==> src/rtl/mks_pkg.sv <==
// ----------------------------------------------------------------------------
// mks_pkg: shared types and constants of the matrix keypad scanner
// Holds the item kinds, register indexes, reset key maps and the structs
// that pass configuration and results between the modules.
// ----------------------------------------------------------------------------
package mks_pkg;

	typedef enum logic [1:0] {
		KIND_TICK = 2'd0,
		KIND_EDGE = 2'd1,
		KIND_SCAN = 2'd2
	} kind_t;

	localparam int unsigned CFG_IDX_W = 3;

	typedef enum logic [CFG_IDX_W-1:0] {
		REG_DEBOUNCE_DELAY = 3'd0,
		REG_RELEASE_DELAY  = 3'd1,
		REG_ROW0_KEYS      = 3'd2,
		REG_ROW1_KEYS      = 3'd3,
		REG_ROW2_KEYS      = 3'd4,
		REG_ROW3_KEYS      = 3'd5
	} reg_idx_t;

	localparam int unsigned TIME_W  = 32;
	localparam int unsigned DELAY_W = 16;
	localparam int unsigned CODE_W  = 8;
	localparam int unsigned NUM_ROWS = 4;
	localparam int unsigned NUM_COLS = 4;
	localparam int unsigned ROW_W = $clog2(NUM_ROWS);
	localparam int unsigned COL_W = $clog2(NUM_COLS);
	localparam int unsigned CFG_DATA_W = NUM_COLS * CODE_W;

	localparam logic [DELAY_W-1:0] DEBOUNCE_RST = 16'd100;
	localparam logic [DELAY_W-1:0] RELEASE_RST  = 16'd100;

	// Column 0 character sits in the low byte: "123A", "456B", "789C", "*0#D".
	localparam logic [CFG_DATA_W-1:0] ROW0_KEYS_RST = 32'h4133_3231;
	localparam logic [CFG_DATA_W-1:0] ROW1_KEYS_RST = 32'h4236_3534;
	localparam logic [CFG_DATA_W-1:0] ROW2_KEYS_RST = 32'h4339_3837;
	localparam logic [CFG_DATA_W-1:0] ROW3_KEYS_RST = 32'h4423_302A;

	typedef logic [NUM_COLS-1:0][CODE_W-1:0] row_keys_t;

	typedef struct packed {
		logic [DELAY_W-1:0]       debounce_dly;
		logic [DELAY_W-1:0]       release_dly;
		row_keys_t [NUM_ROWS-1:0] keys;
	} cfg_t;

	typedef struct packed {
		logic              key_valid;
		logic [CODE_W-1:0] key_code;
		logic [ROW_W-1:0]  row_index;
		logic              row_active;
	} result_t;

endpackage

==> src/rtl/mks_if.sv <==
// ----------------------------------------------------------------------------
// mks_if: handshake channels of the matrix keypad scanner
// Input items, result items and configuration writes, each with valid and
// ready; a beat moves when both are high at a rising clock edge.
// ----------------------------------------------------------------------------
interface mks_item_if;
	import mks_pkg::*;

	logic             valid;
	logic             ready;
	logic [1:0]       kind;
	logic [COL_W-1:0] column;

	modport source (output valid, output kind, output column, input ready);
	modport sink (input valid, input kind, input column, output ready);
endinterface

interface mks_result_if;
	import mks_pkg::*;

	logic              valid;
	logic              ready;
	logic              key_valid;
	logic [CODE_W-1:0] key_code;
	logic [ROW_W-1:0]  row_index;
	logic              row_active;

	modport source (output valid, output key_valid, output key_code, output row_index,
		output row_active, input ready);
	modport sink (input valid, input key_valid, input key_code, input row_index,
		input row_active, output ready);
endinterface

interface mks_cfg_if;
	import mks_pkg::*;

	logic                  valid;
	logic                  ready;
	logic [CFG_IDX_W-1:0]  index;
	logic [CFG_DATA_W-1:0] data;

	modport source (output valid, output index, output data, input ready);
	modport sink (input valid, input index, input data, output ready);
endinterface

==> src/rtl/matrix_keypad_scanner_top.sv <==
// A result is valid on the output in the cycle after its item is accepted.
// Throughput: one item per cycle; the only bound is the single result register,
// which refills in the same cycle its beat is taken.
// Configuration writes are registered when accepted; the config channel is always ready.
// Reset (arst_n low) clears the time counter, timestamps, pending column and row,
// and loads both delays with 100 and the key maps with the standard 4x4 layout.
// ----------------------------------------------------------------------------
// matrix_keypad_scanner_top: 4x4 keypad scanner with debounce
// Takes tick, column edge and scan step items and reports debounced keys.
// ----------------------------------------------------------------------------
module matrix_keypad_scanner_top (
	input  logic         clk,
	input  logic         arst_n,
	mks_item_if.sink     item,
	mks_result_if.source result,
	mks_cfg_if.sink      cfg
);
	import mks_pkg::*;

	cfg_t    cfg_val;
	result_t res_d;
	logic    accept;
	logic    can_load;

	assign cfg.ready  = 1'b1;
	assign item.ready = can_load;
	assign accept     = item.valid && can_load;

	mks_cfg_regs u_cfg_regs (
		.clk      (clk),
		.arst_n   (arst_n),
		.wr_en    (cfg.valid),
		.wr_index (cfg.index),
		.wr_data  (cfg.data),
		.cfg      (cfg_val)
	);

	mks_core u_core (
		.clk    (clk),
		.arst_n (arst_n),
		.accept (accept),
		.kind   (item.kind),
		.column (item.column),
		.cfg    (cfg_val),
		.res    (res_d)
	);

	mks_out_reg u_out_reg (
		.clk      (clk),
		.arst_n   (arst_n),
		.load     (accept),
		.res_d    (res_d),
		.can_load (can_load),
		.result   (result)
	);

endmodule

==> src/rtl/mks_cfg_regs.sv <==
// ----------------------------------------------------------------------------
// mks_cfg_regs: configuration register file
// Holds the two delays and the four row key maps, written one beat at a time.
// ----------------------------------------------------------------------------
module mks_cfg_regs (
	input  logic                           clk,
	input  logic                           arst_n,
	input  logic                           wr_en,
	input  logic [mks_pkg::CFG_IDX_W-1:0]  wr_index,
	input  logic [mks_pkg::CFG_DATA_W-1:0] wr_data,
	output mks_pkg::cfg_t                  cfg
);
	import mks_pkg::*;

	cfg_t cfg_q;

	always_ff @(posedge clk or negedge arst_n) begin
		if (!arst_n) begin
			cfg_q.debounce_dly <= DEBOUNCE_RST;
			cfg_q.release_dly  <= RELEASE_RST;
			cfg_q.keys[0]      <= ROW0_KEYS_RST;
			cfg_q.keys[1]      <= ROW1_KEYS_RST;
			cfg_q.keys[2]      <= ROW2_KEYS_RST;
			cfg_q.keys[3]      <= ROW3_KEYS_RST;
		end else if (wr_en) begin
			case (reg_idx_t'(wr_index))
				REG_DEBOUNCE_DELAY: cfg_q.debounce_dly <= wr_data[DELAY_W-1:0];
				REG_RELEASE_DELAY:  cfg_q.release_dly  <= wr_data[DELAY_W-1:0];
				REG_ROW0_KEYS:      cfg_q.keys[0]      <= wr_data;
				REG_ROW1_KEYS:      cfg_q.keys[1]      <= wr_data;
				REG_ROW2_KEYS:      cfg_q.keys[2]      <= wr_data;
				REG_ROW3_KEYS:      cfg_q.keys[3]      <= wr_data;
				default: ;
			endcase
		end
	end

	assign cfg = cfg_q;

endmodule

==> src/rtl/mks_core.sv <==
// ----------------------------------------------------------------------------
// mks_core: scanner state and per-item update
// Keeps the millisecond counter, debounce and release timestamps, the
// pending column and the driven row, and forms the result of each item.
// ----------------------------------------------------------------------------
module mks_core (
	input  logic                      clk,
	input  logic                      arst_n,
	input  logic                      accept,
	input  logic [1:0]                kind,
	input  logic [mks_pkg::COL_W-1:0] column,
	input  mks_pkg::cfg_t             cfg,
	output mks_pkg::result_t          res
);
	import mks_pkg::*;

	logic [TIME_W-1:0] time_q;
	logic [TIME_W-1:0] last_edge_q;
	logic [TIME_W-1:0] last_report_q;
	logic              pend_valid_q;
	logic [COL_W-1:0]  pend_col_q;
	logic [ROW_W-1:0]  row_q;
	logic              started_q;

	logic [TIME_W-1:0] time_d;
	logic [TIME_W-1:0] last_edge_d;
	logic [TIME_W-1:0] last_report_d;
	logic              pend_valid_d;
	logic [COL_W-1:0]  pend_col_d;
	logic [ROW_W-1:0]  row_d;
	logic              started_d;

	logic [TIME_W-1:0] edge_gap;
	logic [TIME_W-1:0] report_gap;
	logic              edge_ok;
	logic              report_ok;
	logic [CODE_W-1:0] key_sel;

	// Both gaps are modulo 2^32, so the counter may wrap freely.
	assign edge_gap   = time_q - last_edge_q;
	assign report_gap = time_q - last_report_q;
	assign edge_ok    = edge_gap > {{(TIME_W-DELAY_W){1'b0}}, cfg.debounce_dly};
	assign report_ok  = report_gap > {{(TIME_W-DELAY_W){1'b0}}, cfg.release_dly};
	assign key_sel    = cfg.keys[row_q][pend_col_q];

	always_comb begin
		time_d        = time_q;
		last_edge_d   = last_edge_q;
		last_report_d = last_report_q;
		pend_valid_d  = pend_valid_q;
		pend_col_d    = pend_col_q;
		row_d         = row_q;
		started_d     = started_q;
		res.key_valid = 1'b0;
		res.key_code  = '0;
		case (kind_t'(kind))
			KIND_TICK: begin
				time_d = time_q + 32'd1;
			end
			KIND_EDGE: begin
				if (edge_ok) begin
					pend_valid_d = 1'b1;
					pend_col_d   = column;
					last_edge_d  = time_q;
				end
			end
			KIND_SCAN: begin
				// A pending column is consumed even when it comes too soon.
				pend_valid_d = 1'b0;
				if (pend_valid_q && report_ok) begin
					last_report_d = time_q;
					res.key_valid = 1'b1;
					res.key_code  = key_sel;
				end
				row_d     = row_q + 2'd1;
				started_d = 1'b1;
			end
			default: ;
		endcase
		res.row_index  = row_d;
		res.row_active = started_d;
	end

	always_ff @(posedge clk or negedge arst_n) begin
		if (!arst_n) begin
			time_q        <= '0;
			last_edge_q   <= '0;
			last_report_q <= '0;
			pend_valid_q  <= 1'b0;
			pend_col_q    <= '0;
			row_q         <= '0;
			started_q     <= 1'b0;
		end else if (accept) begin
			time_q        <= time_d;
			last_edge_q   <= last_edge_d;
			last_report_q <= last_report_d;
			pend_valid_q  <= pend_valid_d;
			pend_col_q    <= pend_col_d;
			row_q         <= row_d;
			started_q     <= started_d;
		end
	end

	a_scan_clears_pending: assert property (@(posedge clk) disable iff (!arst_n)
		accept && kind == KIND_SCAN |=> !pend_valid_q)
		else $error("pending column survived a scan step");

	a_scan_advances_row: assert property (@(posedge clk) disable iff (!arst_n)
		accept && kind == KIND_SCAN |=> row_q == $past(row_q) + 2'd1 && started_q)
		else $error("scan step did not advance the row");

	a_tick_advances_time: assert property (@(posedge clk) disable iff (!arst_n)
		accept && kind == KIND_TICK |=> time_q == $past(time_q) + 32'd1)
		else $error("tick did not advance the time counter");

	a_report_time_only_on_scan: assert property (@(posedge clk) disable iff (!arst_n)
		!(accept && kind == KIND_SCAN) |=> $stable(last_report_q))
		else $error("report time moved without a scan step");

	a_key_needs_pending: assert property (@(posedge clk) disable iff (!arst_n)
		accept && res.key_valid |-> pend_valid_q && kind == KIND_SCAN)
		else $error("key reported without a pending column");

endmodule

==> src/rtl/mks_out_reg.sv <==
// ----------------------------------------------------------------------------
// mks_out_reg: result register
// Holds one result until the sink takes it; a new result may load in the
// same cycle the held one leaves.
// ----------------------------------------------------------------------------
module mks_out_reg (
	input  logic             clk,
	input  logic             arst_n,
	input  logic             load,
	input  mks_pkg::result_t res_d,
	output logic             can_load,
	mks_result_if.source     result
);
	import mks_pkg::*;

	logic    valid_s1;
	result_t res_s1;

	assign can_load = !valid_s1 || result.ready;

	always_ff @(posedge clk or negedge arst_n) begin
		if (!arst_n) begin
			valid_s1 <= 1'b0;
		end else if (can_load) begin
			valid_s1 <= load;
		end
	end

	always_ff @(posedge clk) begin
		if (load && can_load) begin
			res_s1 <= res_d;
		end
	end

	assign result.valid      = valid_s1;
	assign result.key_valid  = res_s1.key_valid;
	assign result.key_code   = res_s1.key_code;
	assign result.row_index  = res_s1.row_index;
	assign result.row_active = res_s1.row_active;

	a_held_result_kept: assert property (@(posedge clk) disable iff (!arst_n)
		valid_s1 && !result.ready |=> valid_s1 && $stable(res_s1))
		else $error("result register lost a stalled beat");

	a_load_sets_valid: assert property (@(posedge clk) disable iff (!arst_n)
		load && can_load |=> valid_s1)
		else $error("loaded result not marked valid");

	a_no_load_when_full: assert property (@(posedge clk) disable iff (!arst_n)
		valid_s1 && !result.ready |-> !can_load)
		else $error("result register open while a beat is stalled");

endmodule
==> src/flat_wrapper.sv <==
// flat-port wrapper written by rule: the top's interface ports become plain ports
module matrix_keypad_scanner_top_flat import mks_pkg::*;
  (clk, arst_n, item_valid, item_kind, item_column, item_ready, result_valid, result_key_valid, result_key_code, result_row_index, result_row_active, result_ready, cfg_valid, cfg_index, cfg_data, cfg_ready);
  mks_item_if item_i ();
  mks_result_if result_i ();
  mks_cfg_if cfg_i ();
  input  logic clk;
  input  logic arst_n;
  input wire logic [$bits(item_i.valid)-1:0] item_valid;
  input wire logic [$bits(item_i.kind)-1:0] item_kind;
  input wire logic [$bits(item_i.column)-1:0] item_column;
  output wire logic [$bits(item_i.ready)-1:0] item_ready;
  output wire logic [$bits(result_i.valid)-1:0] result_valid;
  output wire logic [$bits(result_i.key_valid)-1:0] result_key_valid;
  output wire logic [$bits(result_i.key_code)-1:0] result_key_code;
  output wire logic [$bits(result_i.row_index)-1:0] result_row_index;
  output wire logic [$bits(result_i.row_active)-1:0] result_row_active;
  input wire logic [$bits(result_i.ready)-1:0] result_ready;
  input wire logic [$bits(cfg_i.valid)-1:0] cfg_valid;
  input wire logic [$bits(cfg_i.index)-1:0] cfg_index;
  input wire logic [$bits(cfg_i.data)-1:0] cfg_data;
  output wire logic [$bits(cfg_i.ready)-1:0] cfg_ready;
  assign item_i.valid = item_valid;
  assign item_i.kind = item_kind;
  assign item_i.column = item_column;
  assign item_ready = item_i.ready;
  assign result_valid = result_i.valid;
  assign result_key_valid = result_i.key_valid;
  assign result_key_code = result_i.key_code;
  assign result_row_index = result_i.row_index;
  assign result_row_active = result_i.row_active;
  assign result_i.ready = result_ready;
  assign cfg_i.valid = cfg_valid;
  assign cfg_i.index = cfg_index;
  assign cfg_i.data = cfg_data;
  assign cfg_ready = cfg_i.ready;
  matrix_keypad_scanner_top u_core (.clk(clk), .arst_n(arst_n), .item(item_i), .result(result_i), .cfg(cfg_i));
endmodule
==> config.mk <==
export PLATFORM = sky130hd
export DESIGN_NAME = matrix_keypad_scanner_top_flat
export DESIGN_NICKNAME = d
export VERILOG_FILES = /design/src/rtl/mks_pkg.sv /design/src/rtl/mks_if.sv /design/src/rtl/matrix_keypad_scanner_top.sv /design/src/rtl/mks_cfg_regs.sv /design/src/rtl/mks_core.sv /design/src/rtl/mks_out_reg.sv /design/src/flat_wrapper.sv
export SDC_FILE = /design/constraint.sdc
export NUM_CORES = 1
export LEC_CHECK = 0
export BUFFER_PORTS_ARGS = -buffer_cell sky130_fd_sc_hd__buf_2
export CORE_AREA = 2 2 167 251
export CTS_CLUSTER_DIAMETER = 60
export CTS_CLUSTER_SIZE = 30
export DETAILED_ROUTE_END_ITERATION = 10
export DIE_AREA = 0 0 169 253
export SLEW_MARGIN = 20
export SYNTH_ARGS = -nofsm -noshare
export SYNTH_HDL_FRONTEND = slang
export SYNTH_HIERARCHICAL = 1
export SYNTH_SLANG_ARGS = --single-unit
==> constraint.sdc <==
create_clock -name clk -period 5.4 [get_ports clk]
set_input_delay 1.08 -clock clk [delete_from_list [all_inputs] [get_ports clk]]
set_output_delay 1.08 -clock clk [all_outputs]
set_load 0.1 [all_outputs]
Word level (Yosys, flattened, before mapping)
Index checks and enable logic that the tools add are counted.
{"block": "op_classes", "eq_ne": 8, "order_cmp": 4, "muxes": 9, "n_addsub": 4, "n_reduce_logical": 19}
{"op": "32-bit binary-select mux with 2-bit select", "n": 1}
{"op": "32-bit by 16-bit > comparator with 1-bit output", "n": 2}
{"op": "32-bit subtractor", "n": 2}
{"op": "32-bit by 1-bit adder with 32-bit output, second input constant", "n": 1}
{"op": "32-bit two-way mux", "n": 1}
{"op": "8-bit binary-select mux with 2-bit select", "n": 1}
{"op": "2-bit AND reduction", "n": 8}
{"op": "9-bit two-way mux", "n": 1}
{"op": "3-bit AND reduction", "n": 3}
{"op": "8-bit two-way mux", "n": 1}
{"op": "3-bit by 2-bit equality test with 1-bit output, second input constant", "n": 2}
{"op": "3-bit equality test, second input constant", "n": 2}
{"op": "2-bit by 3-bit < comparator with 1-bit output, second input constant", "n": 2}
{"op": "3-bit by 1-bit equality test with 1-bit output, second input constant", "n": 1}
{"op": "1-bit logical AND", "n": 3}
{"op": "3-bit logical NOT", "n": 1}
{"op": "2-bit by 1-bit adder with 2-bit output, second input constant", "n": 1}
{"op": "2-bit by 1-bit equality test with 1-bit output, second input constant", "n": 1}
{"op": "2-bit equality test, second input constant", "n": 1}
{"op": "2-bit logical NOT", "n": 1}
{"op": "1-bit two-way mux", "n": 2}
{"op": "2-bit two-way mux", "n": 1}
{"op": "2-bit inequality test, second input constant", "n": 1}
{"op": "1-bit one-hot mux with 2 select lines", "n": 1}
{"op": "other kinds (3)", "n": 3}
{"block": "totals", "reg_bits": 275, "out_inout_bits": 15, "word_cells": 74, "input_bits": 44}

Depth between registers and ports, before layout
{"block": "logic_depth", "depth_word": 5, "depth_mapped": 23, "ltp_nobuf": 22}

By module
The synthesis kept the hierarchy.
{"module": "mks_core", "seq_area_each_um2": 2552.4, "cells_each": 1055, "n_inst": 1, "area_each_um2": 9932.0}
{"module": "mks_cfg_regs", "seq_area_each_um2": 4073.9, "cells_each": 344, "n_inst": 1, "area_each_um2": 6084.6}
{"module": "mks_out_reg", "seq_area_each_um2": 385.4, "cells_each": 16, "n_inst": 1, "area_each_um2": 414.1}
{"module": "matrix_keypad_scanner_top", "seq_area_each_um2": 0.0, "cells_each": 3, "n_inst": 1, "area_each_um2": 17.5}

Worst setup path after synthesis
No wires, ideal clock.
{"block": "synth_timing", "kind": "flip-flop to flip-flop", "start": "register u_core.u_core.time_q[4]", "end": "register u_core.u_core.last_report_q[10]", "arrival_ns": 4.382, "setup_time_ns": 0.125, "path_buffers": 1, "required_ns": 5.275, "slack_ns": 0.894, "path_stages_with_launch": 22, "period_less_slack_ns": 4.506, "path_cell_list": "dfrtp_1 > ha_1 > a21o_1 > a31oi_1 > and2_1 > o21ai_0 > a21o_1 > a21o_1 > a21oi_1 > o21bai_1 > xor2_1 > ha_1 > and4_1 > a221oi_1 > o211ai_1 > a211oi_1 > o2111ai_1 > nor4_1 > nand4_1 > nand4_2 > buf_6 > mux2_2"}
{"block": "synth_via", "elab_chain_cells": 4}
{"element": "start: declaration", "line_no": "mks_core.sv:17", "rtl": "logic [TIME_W-1:0] time_q;"}
{"element": "start signal: assignment", "line_no": "mks_core.sv:94", "rtl": "time_q <= time_d;"}
{"element": "32-bit subtractor", "line_no": "mks_core.sv:41", "rtl": "assign report_gap = time_q - last_report_q;"}
{"element": "32-bit by 16-bit > comparator with 1-bit output", "line_no": "mks_core.sv:43", "rtl": "assign report_ok = report_gap > {{(TIME_W-DELAY_W){1'b0}}, cfg.release_dly};"}
{"element": "1-bit logical AND", "line_no": "mks_core.sv:70", "rtl": "if (pend_valid_q && report_ok) begin"}
{"element": "3-bit AND reduction (no line)"}
{"element": "end signal: assignment", "line_no": "mks_core.sv:96", "rtl": "last_report_q <= last_report_d;"}
{"element": "end: declaration", "line_no": "mks_core.sv:19", "rtl": "logic [TIME_W-1:0] last_report_q;"}
No other way between the ends.
A chain may end at the register's enable or synchronous reset.

Final worst setup path
{"block": "layout_timing", "start": "register u_core.u_core.time_q[0]", "end": "register u_core.u_core.last_edge_q[26]"}
{"block": "layout_via", "elab_chain_cells": 3}
{"element": "32-bit subtractor", "line_no": "mks_core.sv:40", "rtl": "assign edge_gap = time_q - last_edge_q;"}
{"element": "32-bit by 16-bit > comparator with 1-bit output", "line_no": "mks_core.sv:42", "rtl": "assign edge_ok = edge_gap > {{(TIME_W-DELAY_W){1'b0}}, cfg.debounce_dly};"}
{"element": "3-bit AND reduction (no line)"}
{"element": "end signal: assignment", "line_no": "mks_core.sv:95", "rtl": "last_edge_q <= last_edge_d;"}
{"element": "end: declaration", "line_no": "mks_core.sv:18", "rtl": "logic [TIME_W-1:0] last_edge_q;"}
No other way between the ends.

==> flow_summary.json <==
{
  "status": "finished clean",
  "numCtsBuffers": 20,
  "yosysTopAreaCellShare_pct": 31.49,
  "syn_inst": 1418,
  "cts-root-buf": "clkbuf_16",
  "finalWeightedCongestion": 0.8736,
  "rr_endpoint": "u_core/u_core/last_edge_q[26]",
  "cts_tree": "yes",
  "crit_type": "reg2reg",
  "ys_top_cells_by_area": "dfrtp_1 31%, mux2_2 12%, dfstp_2 8.9%, ha_1 7.2%, mux4_2 5.5%",
  "core-area_um2": 40760,
  "hold_viol_final": 0,
  "p_per_area_nw_per_um2": 467.4,
  "reg2reg_from": "u_core/u_core/time_q[0]",
  "dieArea_um2": 42760,
  "tightest_slew_ns": 0.9737,
  "h-tree-depth": 1,
  "yosysTopAreaCell": "dfrtp_1",
  "layout.nets": 1618,
  "syn-num-nets": 1559,
  "area_growth_pct": 9.874,
  "synth-main-ff-cell": "dfrtp_1",
  "drc": 0,
  "cts_hold_buffers": 0,
  "grtUsageTotal_pct": 18.97,
  "start_util_pct": 40.35,
  "place_hpwl_um": 29620,
  "setup_viol": 0,
  "ys_async_sr_fraction_pct": 95.64,
  "synthesis.area_um2": 16450,
  "vias": 11180,
  "p_leak_nw": 8.316,
  "fin_skew_ns": 0.02337,
  "nFillCells": 3807,
  "slowest_stage": "dfrtp_1",
  "hold_class": "in2async",
  "gr-total-overflow": 0,
  "fin_cells": 2002,
  "clock_sinks": 275,
  "layout_commonest_cell": "dfrtp_1",
  "yosysSeqAreaShare_pct": 42.63,
  "crit_chain": "inv_1 > ha_1 > inv_1 > fa_1 > a211oi_2 > o21a_2 > o31a_2 > o21ai_0 > xor2_1 > ha_1 > nand4_1 > nor4_1 > a221o_1 > o31ai_2 > nand4_1 > a2111oi_2 > nand4_2 > o21ai_4 > buf_12 > mux2_2",
  "rsz0062_at_grt": "no",
  "yosys_warnings": 6,
  "period_minus_slack_ns": 5.007,
  "holdWs_ns": 0.3787,
  "dieWidth_um": 169,
  "finalWirelength_um": 39430,
  "fmax_mhz": 199.7,
  "setup_ws_ns": 0.3933,
  "grt_pass1_wl_um": 64430,
  "rrSetupSlack_ns": 0.39,
  "cp_num_buf_inv": 3,
  "placed_cell_area_um2": 17320,
  "crit_path_end_kind": "register",
  "synth-edff-count": 12,
  "layout-drive-gt1-share_pct": 30.25,
  "ys_seq_elements": 275,
  "num_antenna_cells": 0,
  "cap_violations": 0,
  "fp.dieH_um": 253,
  "final_area_um2": 18070,
  "relSlewSlack_pct": 35.09,
  "placed_cells": 1965,
  "antenna_found_initial": 3,
  "grt_pass1_vias": 11820,
  "drv_slew": 0,
  "post-place-ws_ns": 0.3057,
  "startpoint_type": "register",
  "layout_common_cells": "206 x dfrtp_1, 175 x mux2_2, 105 x inv_1",
  "ios": 59,
  "std_cell_rows": 91,
  "worstPathRequired_ns": 5.82,
  "path_clk_slew_ns": 0.09,
  "dr.pass1.iters": 4,
  "routedWlPerCell_um": 19.70,
  "max_stage_delay_ns": 0.43,
  "port_buffers": 57,
  "final.setup.tns_ns": 0,
  "peakVddDrop_mv": 0.3543,
  "synth_area_per_cell_um2": 11.60,
  "wl_met2_um": 21050,
  "final_antenna_net_count": 0,
  "via_per_inst": 5.585,
  "critPathTopFamily": "compound AO/OA/AOI/OAI gates",
  "synth_cell_types": 86,
  "drt_iter0_drc": 487,
  "grt_max_degree": 165,
  "clk_latency_ns": 0.54,
  "highest_layer": "met5",
  "path_max_fanout": 35,
  "met3_length_um": 1289,
  "drt-met1-wl_um": 14990,
  "critPathArrivalTime_ns": 5.43,
  "cts_max_path_buffers": 3,
  "fin_crit_sh_pct": 92.72,
  "r2r_cells": 20
}
==> registers in the layout, indices dropped and copies added, names as in the netlist <==
register                            cells
u_core/u_out_reg/result.valid           1
u_core/u_core/pend_col_q                2
u_core/u_out_reg/result.row_active      1
u_core/u_out_reg/result.key_code        8
u_core/u_core/last_edge_q              32
u_core/u_cfg_regs/cfg                 160
u_core/u_core/pend_valid_q              1
u_core/u_out_reg/result.row_index       2
u_core/u_core/time_q                   32
u_core/u_core/started_q                 1
u_core/u_out_reg/result.key_valid       1
u_core/u_core/last_report_q            32
u_core/u_core/row_q                     2
==> cells by family after synthesis <==
group	share of synthesized area [%]
adders and majority gates	7.470
other	0.02280
DFF	42.63
AOI/OAI and AO/OA	9.509
buffers and inverters	4.344
muxes	21.94
xor gates and xnor gates	4.153
and+or+nand+nor	9.935
==> Yosys cell counts, types with 13 or more instances <==
library cell    n
nor2b_1        18
mux4_2         40
clkbuf_1       18
inv_1         105
mux2_2        175
xor2_1         28
nand2b_1       13
nor2_1         53
mux2_1         21
a21oi_1        74
o21ai_0        40
dfstp_2        56
nor3_1         25
xnor2_1        50
and3_1         14
nand3_1        27
nand4_1        22
mux2_4         28
ha_1           95
dfrtp_1       207
a21o_1         25
nand2_1        87
==> where the power goes <==
group	switching (mW)	leakage, nW	internal (mW)
combinational	2.12	4.61	1.94
sequential	0.260	3.35	2.48
clock	0.870	0.353	0.782
==> layout make-up <==
type	count	area (um2)	share of cell area, %
Inverter	105	394.1	2.181
Clock inverter	14	207.7	1.149
Sequential cell	275	7013	38.81
Clock buffer	22	529.3	2.929
Tap cell	511	639.4	3.538
Multi-Input combinational cell	992	8757	48.46
Timing Repair Buffer	83	531.8	2.942
==> layer usage <==
metal,global-route usage [%],vias up
li1,-,5259
met4,8.913,4
met2,36.14,211
met3,2.423,90
met5,0,-
met1,20.66,5618
==> how the worst max path moves through the flow <==
stage / startpoint / end / slack, ns / cells past startpoint
global placement: u_core/u_core/time_q[0] / u_core/u_core/last_edge_q[25] / 0.43 / 20
floorplan: u_core/u_core/time_q[4] / u_core/u_core/last_report_q[10] / 0.89 / 21
CTS: u_core/u_core/time_q[0] / u_core/u_core/last_edge_q[26] / 0.27 / 20
global route: u_core/u_core/time_q[0] / u_core/u_core/last_edge_q[26] / 0.006 / 20
finish: u_core/u_core/time_q[0] / u_core/u_core/last_edge_q[26] / 0.39 / 20
detailed placement: u_core/u_core/time_q[0] / u_core/u_core/last_edge_q[26] / 0.31 / 20
==> per-stage QoR <==
step | util, % | power, mW
4_1_cts | 44.30 | 8.505
3_3_place_gp | 42.49 | 6.727
2_1_floorplan | - | 5.806
3_5_place_dp | 42.49 | 6.799
5_1_grt | 44.34 | 9.047
6_report | 44.34 | 8.447
==> timing repair <==
action                     CTS  global route
gates resized for setup      0             2
setup buffers                0             0
setup endpoints to repair    0             5
Power figures use the tool's default switching activity.
